### config.mk
export PLATFORM = sky130hd
export DESIGN_NAME = led_feedback_frame_sequencer
export DESIGN_NICKNAME = d
export VERILOG_FILES = /design/src/sv/lfs_pkg.sv /design/src/sv/lfs_alu.sv /design/src/sv/lfs_pix.sv /design/src/sv/led_feedback_frame_sequencer.sv
export SDC_FILE = /design/constraint.sdc
export NUM_CORES = 1
export LEC_CHECK = 0
export BUFFER_PORTS_ARGS = -buffer_cell sky130_fd_sc_hd__buf_2
export CAP_MARGIN = 15
export CORE_MARGIN = 1.5
export CORE_UTILIZATION = 50
export CTS_BUF_LIST = sky130_fd_sc_hd__clkbuf_4 sky130_fd_sc_hd__clkbuf_8
export DETAILED_ROUTE_END_ITERATION = 7
export PLACE_DENSITY = 0.81
export REMOVE_ABC_BUFFERS = 1
export SLEW_MARGIN = 20
export SYNTH_ARGS = -nofsm -noshare
export SYNTH_HDL_FRONTEND = slang
export SYNTH_HIERARCHICAL = 1
export SYNTH_SLANG_ARGS = --single-unit
### constraint.sdc
create_clock -name clk -period 12.25 [get_ports clk]
set_input_delay 2.45 -clock clk [delete_from_list [all_inputs] [get_ports clk]]
set_output_delay 2.45 -clock clk [all_outputs]
set_load 0.03 [all_outputs]
### src/sv/lfs_pkg.sv
package lfs_pkg;

  localparam int LED_COUNT    = 5;
  localparam int FINISH_STEPS = 8;
  localparam int PIX_W        = 24;
  localparam int IN_W         = 48;
  localparam int OUT_W        = LED_COUNT * PIX_W;

  // request codes
  localparam logic [2:0] REQ_SET     = 3'd0;
  localparam logic [2:0] REQ_BEAT    = 3'd1;
  localparam logic [2:0] REQ_CORRECT = 3'd2;
  localparam logic [2:0] REQ_ERROR   = 3'd3;
  localparam logic [2:0] REQ_QUERY   = 3'd4;

  // phases
  localparam logic [1:0] PH_STANDBY  = 2'd0;
  localparam logic [1:0] PH_PLAYING  = 2'd1;
  localparam logic [1:0] PH_PAUSED   = 2'd2;
  localparam logic [1:0] PH_FINISHED = 2'd3;

  // register indexes
  localparam logic [2:0] REG_RED     = 3'd0;
  localparam logic [2:0] REG_GREEN   = 3'd1;
  localparam logic [2:0] REG_BLUE    = 3'd2;
  localparam logic [2:0] REG_AMBER   = 3'd3;
  localparam logic [2:0] REG_CORRECT = 3'd4;
  localparam logic [2:0] REG_ERROR   = 3'd5;
  localparam logic [2:0] REG_STEP    = 3'd6;

  // frame render modes
  localparam logic [1:0] MODE_DARK    = 2'd0;
  localparam logic [1:0] MODE_FILL    = 2'd1;
  localparam logic [1:0] MODE_BEAT    = 2'd2;
  localparam logic [1:0] MODE_RAINBOW = 2'd3;

  typedef struct packed {
    logic [1:0]       mode;
    logic [PIX_W-1:0] color;
    logic [2:0]       head;
    logic [2:0]       led;
  } frame_sel_t;

  function automatic logic [PIX_W-1:0] rainbow_color(input logic [2:0] idx);
    logic [PIX_W-1:0] c;
    case (idx)
      3'd0:    c = {8'd48, 8'd0,  8'd5};
      3'd1:    c = {8'd46, 8'd17, 8'd0};
      3'd2:    c = {8'd38, 8'd35, 8'd0};
      3'd3:    c = {8'd0,  8'd43, 8'd11};
      3'd4:    c = {8'd0,  8'd36, 8'd43};
      default: c = '0;
    endcase
    return c;
  endfunction

  // step to bounce head: 0 1 2 3 4 3 2 1
  function automatic logic [2:0] bounce_head(input logic [2:0] step);
    logic [2:0] h;
    case (step)
      3'd0:    h = 3'd0;
      3'd1:    h = 3'd1;
      3'd2:    h = 3'd2;
      3'd3:    h = 3'd3;
      3'd4:    h = 3'd4;
      3'd5:    h = 3'd3;
      3'd6:    h = 3'd2;
      3'd7:    h = 3'd1;
      default: h = 3'd0;
    endcase
    return h;
  endfunction

  // (led + head) mod 5, both operands below 5
  function automatic logic [2:0] rot_index(input logic [2:0] led, input logic [2:0] head);
    logic [3:0] s;
    s = {1'b0, led} + {1'b0, head};
    if (s >= 4'd5) begin
      s = s - 4'd5;
    end
    return s[2:0];
  endfunction

  // beat mod 5 through reciprocal 205/1024, exact for 8-bit inputs
  function automatic logic [2:0] mod5(input logic [7:0] b);
    logic [15:0] p;
    logic [5:0]  q;
    logic [8:0]  r;
    p = {8'd0, b} * 16'd205;
    q = p[15:10];
    r = {1'b0, b} - ({3'd0, q} * 9'd5);
    return r[2:0];
  endfunction

endpackage

### src/sv/lfs_alu.sv
module lfs_alu
  import lfs_pkg::*;
(
  input  logic [31:0] a,
  input  logic [31:0] b,
  input  logic        sub,
  output logic [31:0] res,
  output logic        borrow
);

  logic [32:0] sum;

  assign sum    = {1'b0, a} + {1'b0, (sub ? ~b : b)} + {32'd0, sub};
  assign res    = sum[31:0];
  assign borrow = sub & ~sum[32];

endmodule

### src/sv/lfs_pix.sv
module lfs_pix
  import lfs_pkg::*;
(
  input  frame_sel_t       sel,
  output logic [OUT_W-1:0] frame
);

  always_comb begin
    frame = '0;
    for (int i = 0; i < LED_COUNT; i++) begin
      case (sel.mode)
        MODE_FILL: frame[i*PIX_W +: PIX_W] = sel.color;
        MODE_BEAT: begin
          if (sel.led == 3'(i)) begin
            frame[i*PIX_W +: PIX_W] = sel.color;
          end
        end
        MODE_RAINBOW: frame[i*PIX_W +: PIX_W] = rainbow_color(rot_index(3'(i), sel.head));
        default: frame[i*PIX_W +: PIX_W] = '0;
      endcase
    end
  end

endmodule

### src/sv/led_feedback_frame_sequencer.sv
// Channel   | Dir | Signals                    | Payload (low bit up)
// ----------+-----+----------------------------+---------------------------------------------
// request   | in  | s_tvalid s_tready s_tdata  | req_type[2:0] new_phase[4:3] beat_number[12:5]
//           |     |                            | time_ms[44:13], zero [47:45]
// frame     | out | m_tvalid m_tready m_tdata  | pixel_0[23:0] .. pixel_4[119:96]
// config    | in  | cfg_we cfg_addr cfg_wdata  | register index, 24-bit data, no read-back
//
// Steps: one transfer in, then decode; events finish there, standby/paused queries load
// the output, playing queries compare the error then the correct deadline, and finished
// queries compute elapsed time, compare it to the animation and divide for the step.
// The shared 32-bit adder does one compare or one 3-bit restoring divide step per cycle.
// Reset: synchronous, clears phase, deadlines, beat state and loads register defaults.
// Stalls: a finished frame waits in the output register; the next request is
// taken meanwhile, and the sequencer only holds before loading a new frame.
module led_feedback_frame_sequencer
  import lfs_pkg::*;
(
  input  logic             clk,
  input  logic             rst,
  input  logic             s_tvalid,
  output logic             s_tready,
  input  logic [IN_W-1:0]  s_tdata,   // req_type, new_phase, beat_number, time_ms
  output logic             m_tvalid,
  input  logic             m_tready,
  output logic [OUT_W-1:0] m_tdata,   // pixel_0 .. pixel_4
  input  logic             cfg_we,
  input  logic [2:0]       cfg_addr,
  input  logic [PIX_W-1:0] cfg_wdata
);

  // sequencer states
  localparam logic [2:0] S_IDLE = 3'd0;
  localparam logic [2:0] S_DISP = 3'd1;  // decode, correct/error events use the adder
  localparam logic [2:0] S_ERR  = 3'd2;  // error pulse compare
  localparam logic [2:0] S_COR  = 3'd3;  // correct pulse compare
  localparam logic [2:0] S_ELAP = 3'd4;  // elapsed = now - finish_start
  localparam logic [2:0] S_DUR  = 3'd5;  // elapsed vs 8 * step
  localparam logic [2:0] S_DIV  = 3'd6;  // quotient bits 2..0
  localparam logic [2:0] S_OUT  = 3'd7;  // load output register

  logic [2:0]  state;

  // config
  logic [PIX_W-1:0] red_color, green_color, blue_color, amber_color;
  logic [15:0]      correct_pulse_ms, error_pulse_ms, finish_step_ms;

  // block state
  logic [1:0]  phase;
  logic [2:0]  beat_led;
  logic        beat_seen;
  logic [31:0] correct_deadline, error_deadline, finish_start;

  // latched request
  logic [2:0]  req;
  logic [1:0]  np;
  logic [7:0]  beat;
  logic [31:0] now;

  // finished-phase scratch
  logic [31:0] acc;
  logic [2:0]  quo;
  logic [1:0]  cnt;

  frame_sel_t  sel;
  logic [OUT_W-1:0] frame;

  // shared unit operands
  logic [31:0] alu_a, alu_b, alu_res;
  logic        alu_sub, alu_borrow;
  logic        running;
  logic [2:0]  quo_next;

  lfs_alu u_alu (
    .a      (alu_a),
    .b      (alu_b),
    .sub    (alu_sub),
    .res    (alu_res),
    .borrow (alu_borrow)
  );

  lfs_pix u_pix (
    .sel   (sel),
    .frame (frame)
  );

  assign s_tready = (state == S_IDLE);
  // pulse runs while (deadline - now) is positive as a signed value
  assign running  = (alu_res != 32'd0) && !alu_res[31];

  always_comb begin
    alu_a   = now;
    alu_b   = 32'd0;
    alu_sub = 1'b1;
    case (state)
      S_DISP: begin
        alu_sub = 1'b0;
        alu_b   = {16'd0, (req == REQ_ERROR) ? error_pulse_ms : correct_pulse_ms};
      end
      S_ERR: begin
        alu_a = error_deadline;
        alu_b = now;
      end
      S_COR: begin
        alu_a = correct_deadline;
        alu_b = now;
      end
      S_ELAP: begin
        alu_b = finish_start;
      end
      S_DUR: begin
        alu_a = acc;
        alu_b = {13'd0, finish_step_ms, 3'd0};
      end
      S_DIV: begin
        alu_a = acc;
        alu_b = {16'd0, finish_step_ms} << cnt;
      end
      default: begin
        alu_a = now;
      end
    endcase
  end

  always_comb begin
    quo_next = quo;
    if (!alu_borrow) begin
      quo_next[cnt] = 1'b1;
    end
  end

  // config writes
  always_ff @(posedge clk) begin
    if (rst) begin
      red_color        <= 24'h300000;
      green_color      <= 24'h003000;
      blue_color       <= 24'h000030;
      amber_color      <= 24'h302000;
      correct_pulse_ms <= 16'd150;
      error_pulse_ms   <= 16'd300;
      finish_step_ms   <= 16'd100;
    end else if (cfg_we) begin
      case (cfg_addr)
        REG_RED:     red_color        <= cfg_wdata;
        REG_GREEN:   green_color      <= cfg_wdata;
        REG_BLUE:    blue_color       <= cfg_wdata;
        REG_AMBER:   amber_color      <= cfg_wdata;
        REG_CORRECT: correct_pulse_ms <= cfg_wdata[15:0];
        REG_ERROR:   error_pulse_ms   <= cfg_wdata[15:0];
        REG_STEP:    finish_step_ms   <= cfg_wdata[15:0];
        default: ;
      endcase
    end
  end

  // request latch and finished scratch: payload, no reset
  always_ff @(posedge clk) begin
    if (s_tvalid && s_tready) begin
      req  <= s_tdata[2:0];
      np   <= s_tdata[4:3];
      beat <= s_tdata[12:5];
      now  <= s_tdata[44:13];
    end
    case (state)
      S_ELAP: acc <= alu_res;
      S_DUR: begin
        quo <= 3'd0;
        cnt <= 2'd2;
      end
      S_DIV: begin
        if (!alu_borrow) begin
          acc <= alu_res;
        end
        quo <= quo_next;
        cnt <= cnt - 2'd1;
      end
      default: ;
    endcase
  end

  // sequencer and block state
  always_ff @(posedge clk) begin
    if (rst) begin
      state            <= S_IDLE;
      phase            <= PH_STANDBY;
      beat_led         <= 3'd0;
      beat_seen        <= 1'b0;
      correct_deadline <= 32'd0;
      error_deadline   <= 32'd0;
      finish_start     <= 32'd0;
      sel              <= '0;
    end else begin
      case (state)
        S_IDLE: begin
          if (s_tvalid) begin
            state <= S_DISP;
          end
        end
        S_DISP: begin
          if (req != REQ_QUERY) begin
            state <= S_IDLE;
          end
          case (req)
            REQ_SET: begin
              phase            <= np;
              correct_deadline <= 32'd0;
              error_deadline   <= 32'd0;
              if (np == PH_FINISHED) begin
                finish_start <= now;
              end
              if (np != PH_PLAYING) begin
                beat_seen <= 1'b0;
              end
            end
            REQ_BEAT: begin
              if (phase == PH_PLAYING) begin
                beat_led  <= mod5(beat);
                beat_seen <= 1'b1;
              end
            end
            REQ_CORRECT: begin
              if (phase == PH_PLAYING) begin
                correct_deadline <= alu_res;
              end
            end
            REQ_ERROR: begin
              if (phase == PH_PLAYING) begin
                error_deadline <= alu_res;
              end
            end
            REQ_QUERY: begin
              // paused is all amber, everything else starts dark
              sel.mode  <= (phase == PH_PAUSED) ? MODE_FILL : MODE_DARK;
              sel.color <= amber_color;
              sel.head  <= 3'd0;
              sel.led   <= beat_led;
              case (phase)
                PH_PLAYING:  state <= S_ERR;
                PH_FINISHED: state <= S_ELAP;
                default:     state <= S_OUT;
              endcase
            end
            default: ;
          endcase
        end
        S_ERR: begin
          if (running) begin
            sel.mode  <= MODE_FILL;
            sel.color <= red_color;
            state     <= S_OUT;
          end else begin
            state <= S_COR;
          end
        end
        S_COR: begin
          state <= S_OUT;
          if (running) begin
            sel.mode  <= MODE_FILL;
            sel.color <= green_color;
          end else begin
            sel.mode  <= beat_seen ? MODE_BEAT : MODE_DARK;
            sel.color <= blue_color;
          end
        end
        S_ELAP: state <= S_DUR;
        S_DUR: begin
          // at or past the full animation (or zero step length): dark
          state <= alu_borrow ? S_DIV : S_OUT;
        end
        S_DIV: begin
          if (cnt == 2'd0) begin
            sel.mode <= MODE_RAINBOW;
            sel.head <= bounce_head(quo_next);
            state    <= S_OUT;
          end
        end
        S_OUT: begin
          if (!m_tvalid || m_tready) begin
            state <= S_IDLE;
          end
        end
        default: state <= S_IDLE;
      endcase
    end
  end

  // output register
  always_ff @(posedge clk) begin
    if (rst) begin
      m_tvalid <= 1'b0;
    end else if (state == S_OUT && (!m_tvalid || m_tready)) begin
      m_tvalid <= 1'b1;
    end else if (m_tready) begin
      m_tvalid <= 1'b0;
    end
  end

  always_ff @(posedge clk) begin
    if (state == S_OUT && (!m_tvalid || m_tready)) begin
      m_tdata <= frame;
    end
  end

endmodule

# Word-level counts from Yosys, hierarchy flattened
# Memories as Yosys holds them, arrays and structs flattened.
# Cells that the tools add are included.
word_totals:
  ram_bits: 0
  inputBits: 80
  mem_bits_ro: 24
  memories: 1
  elab_cells: 228
  register_bits: 484
  out_inout_bits: 122
  latch_bits: 0
memory_table:
  columns: ["name", "depth", "word_bits", "read_ports", "rd_ports_with_merged_regs", "wr", "line", "text"]
  rows:
  - ["(name not given)", 8, 3, 1, 0, 0, "lfs_pkg.sv:60", "case (step)"]
classes:
  n_lt_le_gt_ge: 7
  shifts: 1
  bitwise_logic: 4
  n_reduce_logical: 48
  n_mul: 2
  eq_ne: 61
  n_mux: 64
  n_addsub: 13
  div: 0
ops:
  columns: ["operator", "count"]
  rows:
  - ["22-bit one-hot mux with 5 select lines", 5]
  - ["24-bit one-hot mux with 3 select lines", 6]
  - ["32-bit one-hot mux with 2 select lines", 3]
  - ["32-bit one-hot mux with 5 select lines", 1]
  - ["32-bit 2-to-1 mux", 4]
  - ["24-bit 2-to-1 mux", 5]
  - ["32-bit one-hot mux with 3 select lines", 1]
  - ["3-bit by 2-bit == test with 1-bit output, second input constant", 18]
  - ["3-bit 2-to-1 mux", 18]
  - ["26-bit 2-to-1 mux", 2]
  - ["3-bit == test, second input constant", 14]
  - ["32-bit by 32-bit adder with 33-bit output", 1]
  - ["33-bit by 1-bit adder with 33-bit output", 1]
  - ["32-bit inverter", 1]
  - ["32-bit nonzero test", 1]
  - ["16-bit by 2-bit left shift with 32-bit output", 1]
  - ["3-bit by 1-bit == test with 1-bit output, second input constant", 9]
  - ["3-bit zero test", 9]
  - ["3-bit one-hot mux with 8 select lines", 1]
  - ["2-bit AND reduction", 10]
  - ["3-bit one-hot mux with 2 select lines", 3]
  - ["3-bit AND reduction", 6]
  - ["4-bit by 3-bit >= comparator with 1-bit output, second input constant", 4]
  - ["8-bit by 8-bit multiplier with 16-bit output, second input constant", 1]
  - ["35 further kinds", 75]

# Depth between registers and ports, before layout
# An unclocked memory read counts as a cell.
depth:
  depth_word: 13
  mapped_depth: 26
  ltp_nobuf: 22

# By module
# Netlist, hierarchy kept.
modules_own_cells:
  columns: ["module", "n_inst", "area_per_inst_um2", "seq_area_each_um2", "cells_each"]
  rows:
  - ["led_feedback_frame_sequencer", 1, 20025.5, 11711.2, 1954]
  - ["lfs_alu", 1, 2163.3, 0.0, 292]
  - ["lfs_pix", 1, 2093.3, 0.0, 352]

# Least setup slack after synthesis
# OpenSTA, ideal clock, no wires.
synth_path:
  path_kind: "input to register"
  startpoint: "in m_tready"
  endpoint: "reg state[2]"
  slack_ps: 4056
  setup_time_ps: 128
  path_stages: 4
  path_buffers: 0
  t_arrival_ps: 8066
  required_time_ps: 12122
  cell_sequence: "nor2b_1 > nor2_1 > o32a_1 > nor2_1"
synth_between:
  elab_chain_len: 3
synth_rtl:
  columns: ["item", "line", "text"]
  rows:
  - ["start, declared", "led_feedback_frame_sequencer.sv:24", "input logic m_tready,"]
  - ["1-bit logical OR", "led_feedback_frame_sequencer.sv:277", "if (!m_tvalid || m_tready) begin"]
  - ["2-bit by 1-bit inequality test with 1-bit output (no line)", null, null]
  - ["4-bit AND reduction (no line)", null, null]
  - ["end signal, assigned", "led_feedback_frame_sequencer.sv:267", "state <= alu_borrow ? S_DIV : S_OUT;"]
  - ["end, declared", "led_feedback_frame_sequencer.sv:41", "logic [2:0] state;"]
# No other way between the ends.
# A chain may end at the register's enable or synchronous reset.

# Worst setup path after layout
layout_path:
  startpoint: "reg state[0]"
  endpoint: "reg sel[11] (netlist name)"
layout_between:
  word_cells_on_any_way: 24
  classes_between: "add/sub (2); eq/ne (8); mux (6); bitwise (1); reduce/logical (7)"
layout_lines:
  columns: ["item", "line", "text"]
  rows:
  - ["3-bit == test", "led_feedback_frame_sequencer.sv:94", "case (state)"]
  - ["2-bit OR reduction (no line)", null, null]
  - ["32-bit one-hot mux with 3 select lines *", "led_feedback_frame_sequencer.sv:94", null]
  - ["net alu_a[0]", "led_feedback_frame_sequencer.sv:68", "logic [31:0] alu_a, alu_b, alu_res;"]
  - ["32-bit by 32-bit adder with 33-bit output *", "lfs_alu.sv:13", "assign sum = {1'b0, a} + {1'b0, (sub ? ~b : b)} + {32'd0, sub};"]
  - ["33-bit by 1-bit adder with 33-bit output *", "lfs_alu.sv:13", null]
  - ["net alu_res[26]", "led_feedback_frame_sequencer.sv:68", null]
  - ["32-bit nonzero test *", "led_feedback_frame_sequencer.sv:88", "assign running = (alu_res != 32'd0) && !alu_res[31];"]
  - ["1-bit logical AND *", "led_feedback_frame_sequencer.sv:88", null]
  - ["26-bit 2-to-1 mux / 2-bit inequality test (equally long branches)", null, null]
  - ["24-bit one-hot mux with 3 select lines / 3-bit AND reduction (equally long branches)", null, null]
# The timed path passes the listed nets; every way through them passes the cells marked *.

==> results list <==
- Placeable core region: between 40000 and 50000 um^2
- Pin count of the biggest net entering global routing: 170
- Row generation in the floorplan step produced 80 rows.
* Post-route core utilization: between 50 and 60%
- The number of max-slew violations in the final report is 0.
- Final GP Congestion: roughly 0.92
- Area overhead of the layout relative to synthesis: 12.42%
- In this run the post-CTS setup repair buffer count came out at 0.
- Dividing the detail-routed wire length by the instance count gives 19.91 um.
* Comb pwr share: between 20 and 30%
* Remaining design rule violation count: 1
* Yosys warnings: 6
* Actual transition at the worst max-transition pin: 1.198 ns
- Overflow left after global routing: 0
- Root cell of the clock tree: sky130_fd_sc_hd__clkbuf_8
- Hold repair after CTS inserted 0 buffers.
* Post-synth EDFFs: 202
* Latest clock arrival within the worst-skew pair: between 0.6 and 0.7 ns
- The worst pin sits at a relative slew slack of roughly a fifth.
- Area of all placed cells without fillers: 27300 um^2
- Number of fillers in the final layout: between 4000 and 5000
- Minimum clock period after layout: 8.165 ns
- Power dissipated by switching net loads: roughly 1.6 mW
- The number of failing hold endpoints at the final stage was 0.
- Detailed placement ended at an HPWL of 45220 um.
- In this run the vertical extent of the chip is between 200 and 250 um.
- Type of the worst setup path: reg2reg
- Sequential cell area: between 10000 and 15000 um^2
* Clock-pin slew reported for the worst setup and hold paths after clock tree synthesis: approximately 0.060 ns
- Post-route antenna net violation count: 0
- The initial utilization of the core area, before any placement, comes to between 50 and 60%.
- Total number of vias: around 20000
* Antenna violations before repair: 1
- Violation count after the first detailed-route iteration: 2353
- The share of total power dissipated in the clock network is roughly a third.
- The die is between 200 and 250 um wide.
- The die covers ~50000 um^2.
* Flop-to-flop setup slack: 4.08 ns
- Total internal power: slightly above 3 mW
* CTS resizes: 0
- about 200 I/O pins were placed.
- Instance area after placement: about 26000 um^2
- Post-synth design cell area: 24280 um^2
- Setup repair after global routing missed its margin: false
- Outcome: complete, but fails checks
* Crit share post-route: 66.66%
* Area used by multi-input combinational logic: around 12000 um^2
- Synthesized instance count: between 2000 and 3000
* Per-cell via count in the routed design: about 6.0
- Of the total power, the share spent switching nets is 33.46%.
- Final-layout worst hold slack: 0.4515 ns
- # Max-Cap Violations: 0
- Buffers inserted during clock tree synthesis total 81.
* Buffers on Ports: 198
- Avg Inst Size Synth: around 9.3 um^2
- In the final layout, the share of cells above drive strength 1 is 17.19%.
* Most frequent cells in the layout: sky130_fd_sc_hd__nand2_1, sky130_fd_sc_hd__a21oi_1, sky130_fd_sc_hd__dfxtp_1
* Flop pwr share: about two fifths
- The worst setup path is captured at a flop.
- The final layout contains just under 3000 nets.
- For this design the static power due to leakage is 10.13 nW.
* Clock net sink count: 484
- Global routing consumed, over all layers together, roughly a quarter of the routing resources.
* Flip-flop cell with the highest count after synthesis: sky130_fd_sc_hd__dfxtp_1
* Maximum clock insertion buffer count: 3
- The final reports fail on DRC.
* Number of register bits inferred by synthesis: approximately 480
* Maximum operating frequency: roughly 0.12 GHz
- The first global-routing pass estimated roughly 110000 um of wire.
- The number of global-route vias before repair came to between 15000 and 20000.
- Crit path DAT: about 8.7 ns
* Final count of negative-setup-slack endpoints: 0
* Drt first pass iters: 8
- VDD IR-drop max: 0.1131 mV
- Async SR Flop Fraction: 0%
* Number of distinct library cell variants in the gate-level netlist after synthesis: 86
- The library cell used most frequently in the layout, excluding fill and tap cells, is sky130_fd_sc_hd__nand2_1.
- Sequential element share of the synthesized area: 48.23%
- CTS tree: built
- Data on the critical path is required at its endpoint by 12.77 ns.
* Post-route clock skew: between 0.05 and 0.06 ns
- The H-tree generated during clock tree synthesis spans 3 levels.
- Power spread over the standard cell area amounts to around 170 nW/um^2.
* Total inserted antenna cells: 0
- The min-delay analysis places its worst path in the category reg2reg.
- Peak fanout along the critical path: 33
* Crit path launch type: flop
- After routing, the total negative slack on setup checks comes to 0 ns.
* Aggregate routed wire length: slightly below 70000 um
## per-stage QoR
stage	total power [mW]	std cells	setup slack [ns]
floorplan	2.801	2424	2.883
global placement	3.147	3265	4.343
detailed placement	3.178	3265	4.328
CTS	4.666	3412	4.287
global route	4.889	3413	3.833
finish	4.655	3413	4.085
## cells in the mapped netlist, types with 25 or more instances
library cell	instances	area, um^2
sky130_fd_sc_hd__xnor2_1	30	262.8
sky130_fd_sc_hd__nor2_1	114	427.9
sky130_fd_sc_hd__a211oi_1	33	247.7
sky130_fd_sc_hd__xor2_1	48	420.4
sky130_fd_sc_hd__edfxtp_1	202	6066
sky130_fd_sc_hd__nand3_1	91	455.4
sky130_fd_sc_hd__nand2_1	595	2233
sky130_fd_sc_hd__inv_1	47	176.4
sky130_fd_sc_hd__a21oi_1	294	1471
sky130_fd_sc_hd__buf_2	38	190.2
sky130_fd_sc_hd__ha_1	74	925.9
sky130_fd_sc_hd__a221o_1	26	260.3
sky130_fd_sc_hd__mux2i_1	74	740.7
sky130_fd_sc_hd__o21ai_0	45	225.2
sky130_fd_sc_hd__nand3b_1	25	187.7
sky130_fd_sc_hd__and2_1	48	300.3
sky130_fd_sc_hd__mux2_2	37	416.7
sky130_fd_sc_hd__a21o_1	37	277.8
sky130_fd_sc_hd__a22o_1	28	245.2
sky130_fd_sc_hd__dfxtp_1	282	5645
sky130_fd_sc_hd__clkbuf_1	111	416.7
## power by group through the flow
stage          Clock [mW]  Combinational (mW)  Sequential (mW)
6_report             1.49                1.33             1.84
5_1_grt              1.59                1.46             1.84
4_1_cts              1.52                1.31             1.84
3_5_place_dp            0                1.31             1.87
3_3_place_gp            0                1.28             1.87
2_1_floorplan           0               0.954             1.85
## per-layer routing
metal	vias to the layer above	track usage, %	part of all wire [%]	routed length (um)
met5	-	0	0.019	13
met4	2	10.94	3.5	2392
met3	184	4.596	7.9	5363
met2	1001	45.63	48	32690
met1	9775	33.46	40	27490
li1	9543	-	-	-
## cell families after synthesis
| family | synth area share (%) |
|---|---|
| compound gates | 17.07 |
| xor+xnor | 2.813 |
| fa+ha+maj | 4.967 |
| buf+inv | 3.942 |
| flops | 48.23 |
| mux | 4.859 |
| simple gates | 18.12 |
## registers in the layout (all words and copies together), names as in the netlist, 16 cells and up
register	flops
acc	32
correct_pulse_ms	16
now	32
correct_deadline	32
red_color	24
sel	32
amber_color	24
green_color	24
error_deadline	32
blue_color	24
m_tdata	120
finish_start	32
error_pulse_ms	16
finish_step_ms	16
## final timing paths
kind / start / cells past startpoint / endpoint
setup / recovery: state[0] / 22 / sel[11]
hold / removal: correct_deadline[8] / 2 / correct_deadline[8]
setup reg to reg: state[0] / 22 / sel[11]
hold reg to reg: correct_deadline[8] / 2 / correct_deadline[8]
## cell type report
class / count / share of cell area (%)
Tap cell: 615 / 2.819
Inverter: 49 / 0.6738
Timing Repair Buffer: 227 / 4.519
Multi-Input combinational cell: 1891 / 42.83
Clock buffer: 117 / 5.280
Sequential cell: 484 / 42.91
Clock inverter: 30 / 0.9717
## worst max-delay path, stage by stage, from the launching register on
cell and delay (ns):
sky130_fd_sc_hd__dfxtp_2 0.89, sky130_fd_sc_hd__nor2_1 0.22, sky130_fd_sc_hd__o21ai_2 0.93, sky130_fd_sc_hd__inv_2 0.58, sky130_fd_sc_hd__nor2_2 0.22, sky130_fd_sc_hd__buf_4 0.32
sky130_fd_sc_hd__a221o_1 0.25, sky130_fd_sc_hd__mux2i_1 0.14, sky130_fd_sc_hd__fa_1 0.46, sky130_fd_sc_hd__nor2b_1 0.28, sky130_fd_sc_hd__o21ai_2 0.12, sky130_fd_sc_hd__a21oi_2 0.21
sky130_fd_sc_hd__o31ai_2 0.13, sky130_fd_sc_hd__a41oi_2 0.38, sky130_fd_sc_hd__a31oi_1 0.16, sky130_fd_sc_hd__xnor2_1 0.22, sky130_fd_sc_hd__nor4_1 0.46, sky130_fd_sc_hd__nand4_1 0.20
sky130_fd_sc_hd__o21bai_2 0.16, sky130_fd_sc_hd__buf_4 0.43, sky130_fd_sc_hd__mux2_2 0.39, sky130_fd_sc_hd__a222oi_1 0.63, sky130_fd_sc_hd__a211oi_1 0.16
No activity file was read; power rests on OpenSTA's default activity.
